### src/rtl/msw_pkg.sv
// Shared types, constants and lookup tables for the month start weekday unit.
// Holds the microcode program and the control word format. No dependencies.
package msw_pkg;

	localparam int unsigned MAX_YEAR   = 9999;
	localparam int unsigned FIRST_YEAR = 1753;

	localparam int unsigned MONTH_W = 4;
	localparam int unsigned YEAR_W  = 14;
	localparam int unsigned DAY_W   = 3;
	localparam int unsigned LEN_W   = 5;
	localparam int unsigned PC_W    = 2;

	// residues of the first year, for the running leap test
	localparam logic [1:0] FIRST_MOD4   = 2'(FIRST_YEAR % 4);
	localparam logic [6:0] FIRST_MOD100 = 7'(FIRST_YEAR % 100);
	localparam logic [8:0] FIRST_MOD400 = 9'(FIRST_YEAR % 400);

	typedef enum logic [1:0] {
		OP_LOAD,
		OP_YEAR,
		OP_MONTH,
		OP_EMIT
	} op_t;

	typedef enum logic [1:0] {
		C_NEVER,
		C_NO_INPUT,
		C_YEAR_MORE,
		C_OUT_BUSY
	} cond_t;

	// jump to target when cond holds, else fall through to pc + 1
	typedef struct packed {
		op_t              op;
		cond_t            cond;
		logic [PC_W-1:0]  target;
	} uword_t;

	typedef struct packed {
		logic no_input;
		logic year_more;
		logic out_busy;
	} status_t;

	localparam logic [PC_W-1:0] PC_LOAD  = 2'd0;
	localparam logic [PC_W-1:0] PC_YEAR  = 2'd1;
	localparam logic [PC_W-1:0] PC_MONTH = 2'd2;
	localparam logic [PC_W-1:0] PC_EMIT  = 2'd3;

	// control store
	function automatic uword_t ucode(input logic [PC_W-1:0] pc);
		uword_t w;
		w = '{op: OP_LOAD, cond: C_NEVER, target: PC_LOAD};
		case (pc)
			PC_LOAD:  w = '{op: OP_LOAD,  cond: C_NO_INPUT,  target: PC_LOAD};
			PC_YEAR:  w = '{op: OP_YEAR,  cond: C_YEAR_MORE, target: PC_YEAR};
			PC_MONTH: w = '{op: OP_MONTH, cond: C_NEVER,     target: PC_LOAD};
			PC_EMIT:  w = '{op: OP_EMIT,  cond: C_OUT_BUSY,  target: PC_EMIT};
			default:  w = '{op: OP_LOAD,  cond: C_NEVER,     target: PC_LOAD};
		endcase
		return w;
	endfunction

	// days before the month in a common year, modulo 7
	function automatic logic [DAY_W-1:0] month_shift(input logic [MONTH_W-1:0] m);
		logic [DAY_W-1:0] r;
		r = '0;
		case (m)
			4'd1:    r = 3'd0;
			4'd2:    r = 3'd3;
			4'd3:    r = 3'd3;
			4'd4:    r = 3'd6;
			4'd5:    r = 3'd1;
			4'd6:    r = 3'd4;
			4'd7:    r = 3'd6;
			4'd8:    r = 3'd2;
			4'd9:    r = 3'd5;
			4'd10:   r = 3'd0;
			4'd11:   r = 3'd3;
			4'd12:   r = 3'd5;
			default: r = 3'd0;
		endcase
		return r;
	endfunction

	// month length in a common year
	function automatic logic [LEN_W-1:0] month_len(input logic [MONTH_W-1:0] m);
		logic [LEN_W-1:0] r;
		r = '0;
		case (m)
			4'd2:                      r = 5'd28;
			4'd4, 4'd6, 4'd9, 4'd11:   r = 5'd30;
			4'd1, 4'd3, 4'd5, 4'd7,
			4'd8, 4'd10, 4'd12:        r = 5'd31;
			default:                   r = 5'd0;
		endcase
		return r;
	endfunction

endpackage

### src/rtl/msw_ctrl.sv
// Microcode sequencer: step counter, control store lookup and jump logic.
// Depends on msw_pkg.
module msw_ctrl import msw_pkg::*; (
	input  logic    clk,
	input  logic    arst_n,
	input  status_t status,
	output uword_t  uword
);

	logic [PC_W-1:0] pc_q;
	logic            take;

	assign uword = ucode(pc_q);

	always_comb begin
		case (uword.cond)
			C_NEVER:     take = 1'b0;
			C_NO_INPUT:  take = status.no_input;
			C_YEAR_MORE: take = status.year_more;
			C_OUT_BUSY:  take = status.out_busy;
			default:     take = 1'b0;
		endcase
	end

	// pc + 1 wraps from the emit step back to the load step
	always_ff @(posedge clk or negedge arst_n) begin
		if (!arst_n) begin
			pc_q <= PC_LOAD;
		end else if (take) begin
			pc_q <= uword.target;
		end else begin
			pc_q <= pc_q + 1'b1;
		end
	end

endmodule

### src/rtl/msw_dp.sv
// Datapath: input capture, year walk with running leap residues, month
// adjustment and the output register. Depends on msw_pkg.
module msw_dp import msw_pkg::*; (
	input  logic               clk,
	input  logic               arst_n,
	input  uword_t             uword,
	output status_t            status,
	input  logic               in_valid,
	output logic               in_stall,
	input  logic [MONTH_W-1:0] month_number,
	input  logic [YEAR_W-1:0]  year_number,
	output logic               out_valid,
	input  logic               out_stall,
	output logic [DAY_W-1:0]   weekday_offset,
	output logic [DAY_W-1:0]   first_column,
	output logic [LEN_W-1:0]   days_in_month,
	output logic               leap_year,
	output logic               bad_input
);

	logic [MONTH_W-1:0] month_q;
	logic [YEAR_W-1:0]  year_q;
	logic [YEAR_W-1:0]  cursor_q;
	logic [1:0]         mod4_q;
	logic [6:0]         mod100_q;
	logic [8:0]         mod400_q;
	logic [DAY_W-1:0]   acc_q;
	logic [LEN_W-1:0]   len_q;
	logic               leap_q;
	logic               bad_q;
	logic               out_valid_q;

	logic               cur_leap;
	logic               in_bad;
	logic               year_step;
	logic               month_step;
	logic               emit;
	logic [DAY_W:0]     year_sum;
	logic [DAY_W:0]     month_sum;
	logic               late_month;

	assign cur_leap = ((mod4_q == 2'd0) && (mod100_q != 7'd0)) || (mod400_q == 9'd0);

	assign in_bad = (month_number < 4'd1) || (month_number > 4'd12) ||
	                (year_number < YEAR_W'(FIRST_YEAR)) ||
	                (year_number > YEAR_W'(MAX_YEAR));

	assign status.no_input  = !in_valid;
	assign status.year_more = !bad_q && (cursor_q < year_q);
	assign status.out_busy  = out_valid_q && out_stall;

	assign in_stall   = (uword.op != OP_LOAD);
	assign year_step  = (uword.op == OP_YEAR) && status.year_more;
	assign month_step = (uword.op == OP_MONTH);
	assign emit       = (uword.op == OP_EMIT) && !status.out_busy;

	// 365 = 1 mod 7, 366 = 2 mod 7
	assign year_sum   = {1'b0, acc_q} + (cur_leap ? 4'd2 : 4'd1);
	assign late_month = cur_leap && (month_q > 4'd2);
	assign month_sum  = {1'b0, acc_q} + {1'b0, month_shift(month_q)} + {3'd0, late_month};

	always_ff @(posedge clk) begin
		if ((uword.op == OP_LOAD) && in_valid) begin
			month_q  <= month_number;
			year_q   <= year_number;
			bad_q    <= in_bad;
			cursor_q <= YEAR_W'(FIRST_YEAR);
			mod4_q   <= FIRST_MOD4;
			mod100_q <= FIRST_MOD100;
			mod400_q <= FIRST_MOD400;
			acc_q    <= '0;
		end else if (year_step) begin
			cursor_q <= cursor_q + 1'b1;
			mod4_q   <= mod4_q + 1'b1;
			mod100_q <= (mod100_q == 7'd99)  ? 7'd0 : mod100_q + 1'b1;
			mod400_q <= (mod400_q == 9'd399) ? 9'd0 : mod400_q + 1'b1;
			acc_q    <= (year_sum >= 4'd7) ? DAY_W'(year_sum - 4'd7) : DAY_W'(year_sum);
		end else if (month_step) begin
			acc_q    <= (month_sum >= 4'd7) ? DAY_W'(month_sum - 4'd7) : DAY_W'(month_sum);
			leap_q   <= cur_leap;
			len_q    <= (cur_leap && (month_q == 4'd2)) ? 5'd29 : month_len(month_q);
		end
	end

	// output register
	always_ff @(posedge clk or negedge arst_n) begin
		if (!arst_n) begin
			out_valid_q <= 1'b0;
		end else if (emit) begin
			out_valid_q <= 1'b1;
		end else if (!out_stall) begin
			out_valid_q <= 1'b0;
		end
	end

	always_ff @(posedge clk) begin
		if (emit) begin
			bad_input      <= bad_q;
			weekday_offset <= bad_q ? '0 : acc_q;
			first_column   <= (bad_q || (acc_q == 3'd6)) ? '0 : acc_q + 1'b1;
			days_in_month  <= bad_q ? '0 : len_q;
			leap_year      <= bad_q ? 1'b0 : leap_q;
		end
	end

	assign out_valid = out_valid_q;

endmodule

### src/rtl/month_start_weekday_calc_unit.sv
// Month start weekday unit, top level.
// Takes a month and a Gregorian year and returns the weekday of the first of
// that month, its Sunday-based column, the month length and a leap flag.
//
// Channels: the input item (month_number, year_number) is taken at a rising
// edge with in_valid high and in_stall low; the result item is delivered at
// an edge with out_valid high and out_stall low.
// Timing: one item at a time. out_valid rises once the accepted item has
// passed the year walk from 1753 up to year_number, the month step and the
// emit step; the next item can be taken at the load step that follows. The
// year walk sets how long an item takes: one year of the range is counted
// per cycle. Out-of-range items skip the walk and go on to the month and
// emit steps.
// Stalls: the result sits in an output register, so the next item is accepted
// while the previous result waits; the sequencer holds at its emit step only
// when a new result is ready and the old one has not been taken.
// Reset: arst_n clears the step counter and the output valid; the unit is
// ready for an item on the first cycle after reset.
// Dependencies: msw_pkg, msw_ctrl, msw_dp.
module month_start_weekday_calc_unit import msw_pkg::*; (
	input  logic               clk,
	input  logic               arst_n,
	input  logic               in_valid,
	output logic               in_stall,
	input  logic [MONTH_W-1:0] month_number,
	input  logic [YEAR_W-1:0]  year_number,
	output logic               out_valid,
	input  logic               out_stall,
	output logic [DAY_W-1:0]   weekday_offset,
	output logic [DAY_W-1:0]   first_column,
	output logic [LEN_W-1:0]   days_in_month,
	output logic               leap_year,
	output logic               bad_input
);

	uword_t  uword;
	status_t status;

	// sequencer: load, walk years, add months, emit
	msw_ctrl u_ctrl (
		.clk    (clk),
		.arst_n (arst_n),
		.status (status),
		.uword  (uword)
	);

	// day count kept modulo 7 throughout
	msw_dp u_dp (
		.clk            (clk),
		.arst_n         (arst_n),
		.uword          (uword),
		.status         (status),
		.in_valid       (in_valid),
		.in_stall       (in_stall),
		.month_number   (month_number),
		.year_number    (year_number),
		.out_valid      (out_valid),
		.out_stall      (out_stall),
		.weekday_offset (weekday_offset),
		.first_column   (first_column),
		.days_in_month  (days_in_month),
		.leap_year      (leap_year),
		.bad_input      (bad_input)
	);

endmodule

### config.mk
export PLATFORM = sky130hd
export DESIGN_NAME = month_start_weekday_calc_unit
export DESIGN_NICKNAME = d
export VERILOG_FILES = /design/src/rtl/msw_pkg.sv /design/src/rtl/msw_ctrl.sv /design/src/rtl/msw_dp.sv /design/src/rtl/month_start_weekday_calc_unit.sv
export SDC_FILE = /design/constraint.sdc
export NUM_CORES = 1
export LEC_CHECK = 0
export ABC_AREA = 1
export BUFFER_PORTS_ARGS = -buffer_cell sky130_fd_sc_hd__buf_2
export CORE_ASPECT_RATIO = 1.1
export CORE_MARGIN = 4
export CORE_UTILIZATION = 55
export CTS_CLUSTER_DIAMETER = 80
export DETAILED_ROUTE_END_ITERATION = 10
export GPL_TIMING_DRIVEN = 0
export PLACE_DENSITY = 0.78
export SLEW_MARGIN = 20
export SYNTH_ARGS = -nofsm -noshare
export SYNTH_HDL_FRONTEND = slang
export SYNTH_SLANG_ARGS = --single-unit
### constraint.sdc
create_clock -name clk -period 4.3 [get_ports clk]
set_input_delay 0.645 -clock clk [delete_from_list [all_inputs] [get_ports clk]]
set_output_delay 0.645 -clock clk [all_outputs]
set_load 0.02 [all_outputs]
-- Word-level counts from Yosys, hierarchy flattened
Memories as Yosys holds them, arrays and structs flattened. A register that Yosys moved wholly into a read port is not among the register bits.
Cells that the tools add are included.
- register bits: 71
- latch bits: 0
- bits in writable memories: 0
- bits in read-only memories: 128
- bits of input ports: 22
- output and inout bits: 15
- word-level logic and storage cells: 91
- memories: 2
- add/sub/neg operators: 11
- $mul: 0
- divide/modulo/power cells: 0
- order comparisons: 8
- equal/unequal tests: 14
- shift-type cells: 0
- muxes and demuxes: 13
- bitwise gates (word level): 2
- reductions and logical operators: 25
- memory list (name ; depth ; width ; rd ports ; clocked after memory_dff ; wr ports ; line ; text):
    (name not given) ; 16 ; 5 ; 1 ; 1 ; 0 ; msw_pkg.sv:91 ; case (m)
    (name not given) ; 16 ; 3 ; 1 ; 1 ; 0 ; msw_pkg.sv:69 ; case (m)
- operators by type and width (kind ; number):
    $pmux 6 s4 ; 1
    $add 14x1->14 const B ; 1
    $gt 14x14->1 const B ; 1
    $lt 14x11->1 const B ; 1
    $lt 14x14->1 ; 1
    $eq 2x2->1 const B ; 6
    $mux 3 ; 4
    $add 9x1->9 const B ; 1
    $eq 9x9->1 const B ; 1
    $logic_not 9->1 ; 1
    $mux 9 ; 1
    $ge 4x3->1 const B ; 2
    $logic_and 1x1->1 ; 8
    $logic_not 2->1 ; 4
    $add 7x1->7 const B ; 1
    $eq 7x7->1 const B ; 1
    $mux 7 ; 1
    $reduce_bool 7->1 ; 1
    $eq 2x1->1 const B ; 3
    $sub 3x3->3 const B ; 2
    $logic_or 1x1->1 ; 5
    $add 2x1->2 const B ; 2
    $add 3x2->4 ; 1
    $add 3x3->4 ; 1
    other kinds (16) ; 22

-- Longest topological paths before layout
- word-level depth: 9
- mapped depth: 19
- depth with buffers taken out: 19

-- Cells and area by module
Synthesis repeated with hierarchy kept, for this count alone.
- cell total of the unflattened synthesis: 539
- area, all modules: 4377.9 um^2
- by module, submodules not included (module ; instances ; cells each ; area an instance (um^2)):
    msw_dp ; 1 ; 511 ; 4151.5
    msw_ctrl ; 1 ; 28 ; 226.5

-- Least setup slack after synthesis
OpenSTA, ideal clock, no wires.
- path type: reg2reg
- start: register u_dp.mod100_q[0]
- end: register u_dp.acc_q[0]
- data arrival time: 2.502 ns
- required time: 4.127 ns
- slack: 1.625 ns
- stages on the path, launching flop included: 17
- period minus slack after synthesis: 2.675 ns
- cell sequence: dfxtp_1 > inv_1 > ha_1 > nand4_1 > o21ai_0 > nand2_1 > inv_1 > nor3_1 > fa_1 > fa_1 > ha_1 > nand2_1 > nand3b_1 > nand3_1 > nand2_1 > nand2_1 > a21oi_1
- cells in the longest elaborated chain, start to end: 9
- RTL lines (what ; line ; text):
    from (decl) ; msw_dp.sv:25 ; logic [6:0] mod100_q;
    from (signal assigned) ; msw_dp.sv:75 ; mod100_q <= (mod100_q == 7'd99) ? 7'd0 : mod100_q + 1'b1;
    $reduce_bool 7->1 * ; msw_dp.sv:42 ; assign cur_leap = ((mod4_q == 2'd0) && (mod100_q != 7'd0)) || (mod400_q == 9'd0);
    $logic_and 1x1->1 * ; msw_dp.sv:42 ;
    $logic_or 1x1->1 * ; msw_dp.sv:42 ;
    named net u_dp.cur_leap ; msw_dp.sv:33 ; logic cur_leap;
    $logic_and 1x1->1 ; msw_dp.sv:59 ; assign late_month = cur_leap && (month_q > 4'd2);
    $add 4x1->4 ; msw_dp.sv:60 ; assign month_sum = {1'b0, acc_q} + {1'b0, month_shift(month_q)} + {3'd0, late_month};
    $ge 4x3->1 or $sub 3x3->3 (tied branches) ; msw_dp.sv:79 ; acc_q <= (month_sum >= 4'd7) ? DAY_W'(month_sum - 4'd7) : DAY_W'(month_sum);
    $mux 3 ; msw_dp.sv:79 ;
    $mux 3 ; msw_dp.sv:78 ; end else if (month_step) begin
    $mux 3 * ; msw_dp.sv:72 ; end else if (year_step) begin
    to (signal assigned) ; msw_dp.sv:77 ; acc_q <= (year_sum >= 4'd7) ? DAY_W'(year_sum - 4'd7) : DAY_W'(year_sum);
    to (signal assigned) ; msw_dp.sv:79 ;
    to (decl) ; msw_dp.sv:27 ; logic [DAY_W-1:0] acc_q;
Mark *: on every way through the listed nets, which the timed path passes. The rest lies on a longest branch. The select of a mux whose other input is x is not followed.
A chain may end at the register's enable or synchronous reset.

-- Worst setup path after layout
Ends and elaborated chain as after synthesis.

==> impl_metrics.yaml <==
setup_path:
  slowest_delay_ns: 0.46
  crit_required_ns: 4.58
  reg2reg_slack_ns: 1.16
  cp_max_fo: 4
  r2r_start: "u_dp.mod100_q[0]$_SDFFE_PP1N_"
  cp_data_arrival_time_ns: 3.42
  ff2ff_path_depth: 17
  path_common_cell: "nand2_1"
  cp-end-kind: "flop"
  worstSetupPathType: "flop to flop"
  r2r_end: "u_dp.acc_q[0]$_SDFFE_PP0P_"
  critPathLaunchType: "flop"
  critPathSlowestCell: "fa_1"
  cp_cell_sequence: "inv_1 -> ha_1 -> nand4_1 -> o21ai_0 -> nand2_1 -> inv_1 -> nor3_1 -> fa_1 -> fa_1 -> ha_1 -> nand2_1 -> nand2_1 -> nand2_1 -> nand3_1 -> nand2_1 -> nand2_1 -> a21oi_1"
clock_network:
  clock_sinks: 75
  cts_resized: 0
  clk_pin_slew_ns: 0.08
  numCtsBuffers: 9
  cts_tree: "done"
  cts_root_buf: "clkbuf_8"
  clk-insertion-delay-late_ns: 0.35
  htree_levels: 3
  post_cts_buffers: 0
  cts_hold_buf: 0
  clk_path_buf_depth: 2
timing:
  setup_viol: 0
  fin_crit_sh_pct: 73.0
  layout_min_cycle_time_ns: 3.14
  skew_ns: 0.00994
  tightest_slew_ns: 0.664
  max_slew_margin_pct: 55.7
  finalHoldViolCount: 0
  slew_violations: 0
  rsz0062_at_grt: "no"
  tns_ns: 0
  fmax_mhz: 319
floorplan:
  die_w_um: 93.4
  die_h_um: 102
  placementRows: 34
  core_area_um2: 7870
  die_area_um2: 9530
  io_pins: 37
  initial_utilization_pct: 56.1
cells_and_area:
  final_layout_size_suffix_gt1_share_pct: 13.6
  finish.utilization_pct: 63.7
  diodes: 0
  syn_to_final_growth_pct: 13.5
  final_net_count: 658
placed_design:
  globalplace.congestion: 0.854
  dp_hpwl_um: 6920
  io_buffers: 36
drt:
  num_vias: 3676
  avgRoutedWirePerCell_um: 13.2
  wl_um: 9340
  viasPerCell: 5.18
  drtPass1Iterations: 4
  postRouteAntennaNets: 0
  drt_iter0_drc: 154
  drc: 0
logic_synthesis:
  synth_top_area_share_pct: 23.1
  ys_top_cells_by_count: "133 x nand2_1, 88 x inv_1, 44 x nor2_1, 38 x dfxtp_1, 36 x ha_1"
  yosysMostFrequentCell: "nand2_1"
  ys_warn_count: 0
  postSynthCellCount: 549
  ys_types: 39
  synth_seq_area_share_pct: 42.0
  syn_avg_cell_area_um2: 8.05
  netlist_top_cells_area: "edfxtp_1 23%, dfxtp_1 17%, nand2_1 11%"
  ys.flop_type: "dfxtp_1"
  synth_area_leader_cell: "edfxtp_1"
  synth_fp_nets: 610
  synth_area_um2: 4420
  async_reset_ff_share_pct: 4.00
  synth_seq_cells: 75
  synth_edf_count: 34
global_route:
  antenna_found_initial: 0
  grt_pass1_vias: 3533
  grt_pass1_wl_um: 15200
  grt_max_degree: 20
  overflow: 0
  grt_usage_pct: 20.3
power_and_ir_drop:
  clock_power_share_pct: 20.0
  p_comb_share_pct: 44.8
  p_seq_share_pct: 35.2
  p_leak_nw: 2.41
  swShare_pct: 40.5
  cellPowerDensity_nw_per_um2: 644
  p_int_w: 0.00192
  power_switching_w: 0.00131
  ir_drop_mv: 0.433
hold_path:
  hold_class: "primary input to asynchronous set/reset pin"
run_status:
  status: "complete, no violations"
run:
  max_cap_viol_count: 0
==> final cells by class <==
| cell class | instances | area (µm²) |
|---|---|---|
| Fill cell | 674 | 2860 |
| Multi-Input combinational cell | 371 | 2120 |
| Sequential cell | 75 | 1860 |
| Inverter | 88 | 330 |
| Clock buffer | 14 | 216 |
| Timing Repair Buffer | 37 | 208 |
| Tap cell | 108 | 135 |
| Buffer | 15 | 111 |
| Clock inverter | 2 | 35.0 |
==> flip-flops by register name, indices dropped and copies added, names as in the netlist, named ones only <==
signal,cells
u_dp.cursor_q,14
u_dp.year_q,14
u_dp.mod400_q,9
u_dp.mod100_q,7
u_dp.month_q,4
u_dp.acc_q,3
u_dp.days_in_month,3
u_dp.first_column,3
u_dp.len_q,3
u_dp.weekday_offset,3
u_ctrl.pc_q,2
u_dp.mod4_q,2
u_dp.bad_input,1
u_dp.bad_q,1
u_dp.leap_q,1
u_dp.leap_year,1
u_dp.out_valid,1
==> power by group through the flow <==
stage               Clock, W  Combinational, W  Sequential (W)
CTS                 0.000656           0.00144         0.00114
global route        0.000687           0.00166         0.00116
detailed placement         0           0.00142         0.00115
floorplan                  0           0.00105         0.00116
global placement           0           0.00133         0.00115
finish              0.000647           0.00145         0.00114
==> worst max-delay path: cells and delay by family, from the launching register on <==
family                     cells  cell delay, ns
and+or+nand+nor                9            0.89
buffers and inverters          2            0.30
DFF                            1            0.35
AOI/OAI and AO/OA              2            0.27
adders and majority gates      4            1.29
==> cells in the final DEF (no fill, tap or decap), types with 6 or more instances in the layout <==
| cell type | count |
|---|---|
| xor2_1 | 7 |
| nand2_1 | 133 |
| ha_1 | 36 |
| inv_1 | 88 |
| buf_2 | 37 |
| nor3_1 | 8 |
| clkbuf_8 | 10 |
| nand3_1 | 32 |
| dfxtp_1 | 38 |
| a21oi_1 | 26 |
| nand3_2 | 6 |
| o21ai_0 | 23 |
| nor2_1 | 43 |
| edfxtp_1 | 34 |
| nand4_1 | 11 |
==> through the flow <==
step / instance area, µm² / total power (W) / instances / setup WS (ns) / hold slack, ns
detailed placement: 4760 / 0.00258 / 694 / 1.25 / 0.442
global route: 5010 / 0.00351 / 710 / 0.935 / 0.0439
CTS: 5010 / 0.00324 / 710 / 1.20 / 0.0592
floorplan: 4420 / 0.00220 / 549 / 1.62 / 0.349
finish: 5010 / 0.00323 / 710 / 1.16 / 0.0681
global placement: 4730 / 0.00247 / 693 / 1.32 / 0.442
==> layer usage <==
layer | routed length (µm) | track usage (%)
met1 | 3980 | 23.6
met2 | 4850 | 37.3
met3 | 313 | 3.61
met4 | 192 | 7.33
met5 | 0 | 0
==> worst max-delay path by stage <==
| stage | startpoint | endpoint |
|---|---|---|
| after detailed placement | u_dp.mod100_q[0]$_SDFFE_PP1N_ | u_dp.acc_q[0]$_SDFFE_PP0P_ |
| after global placement | u_dp.mod100_q[0]$_SDFFE_PP1N_ | u_dp.acc_q[1]$_SDFFE_PP0P_ |
| after global routing | u_dp.mod100_q[0]$_SDFFE_PP1N_ | u_dp.acc_q[1]$_SDFFE_PP0P_ |
| final | u_dp.mod100_q[0]$_SDFFE_PP1N_ | u_dp.acc_q[0]$_SDFFE_PP0P_ |
| after floorplan | u_dp.mod100_q[0]$_SDFFE_PP1N_ | u_dp.acc_q[0]$_SDFFE_PP0P_ |
| after CTS | u_dp.mod100_q[0]$_SDFFE_PP1N_ | u_dp.acc_q[0]$_SDFFE_PP0P_ |
==> cell families after synthesis <==
family	synth area share [%]
flops	42.0
xor+xnor	1.78
simple gates	25.2
buf+inv	9.97
compound gates	9.49
fa+ha+maj	11.6
Power figures use the tool's default switching activity.
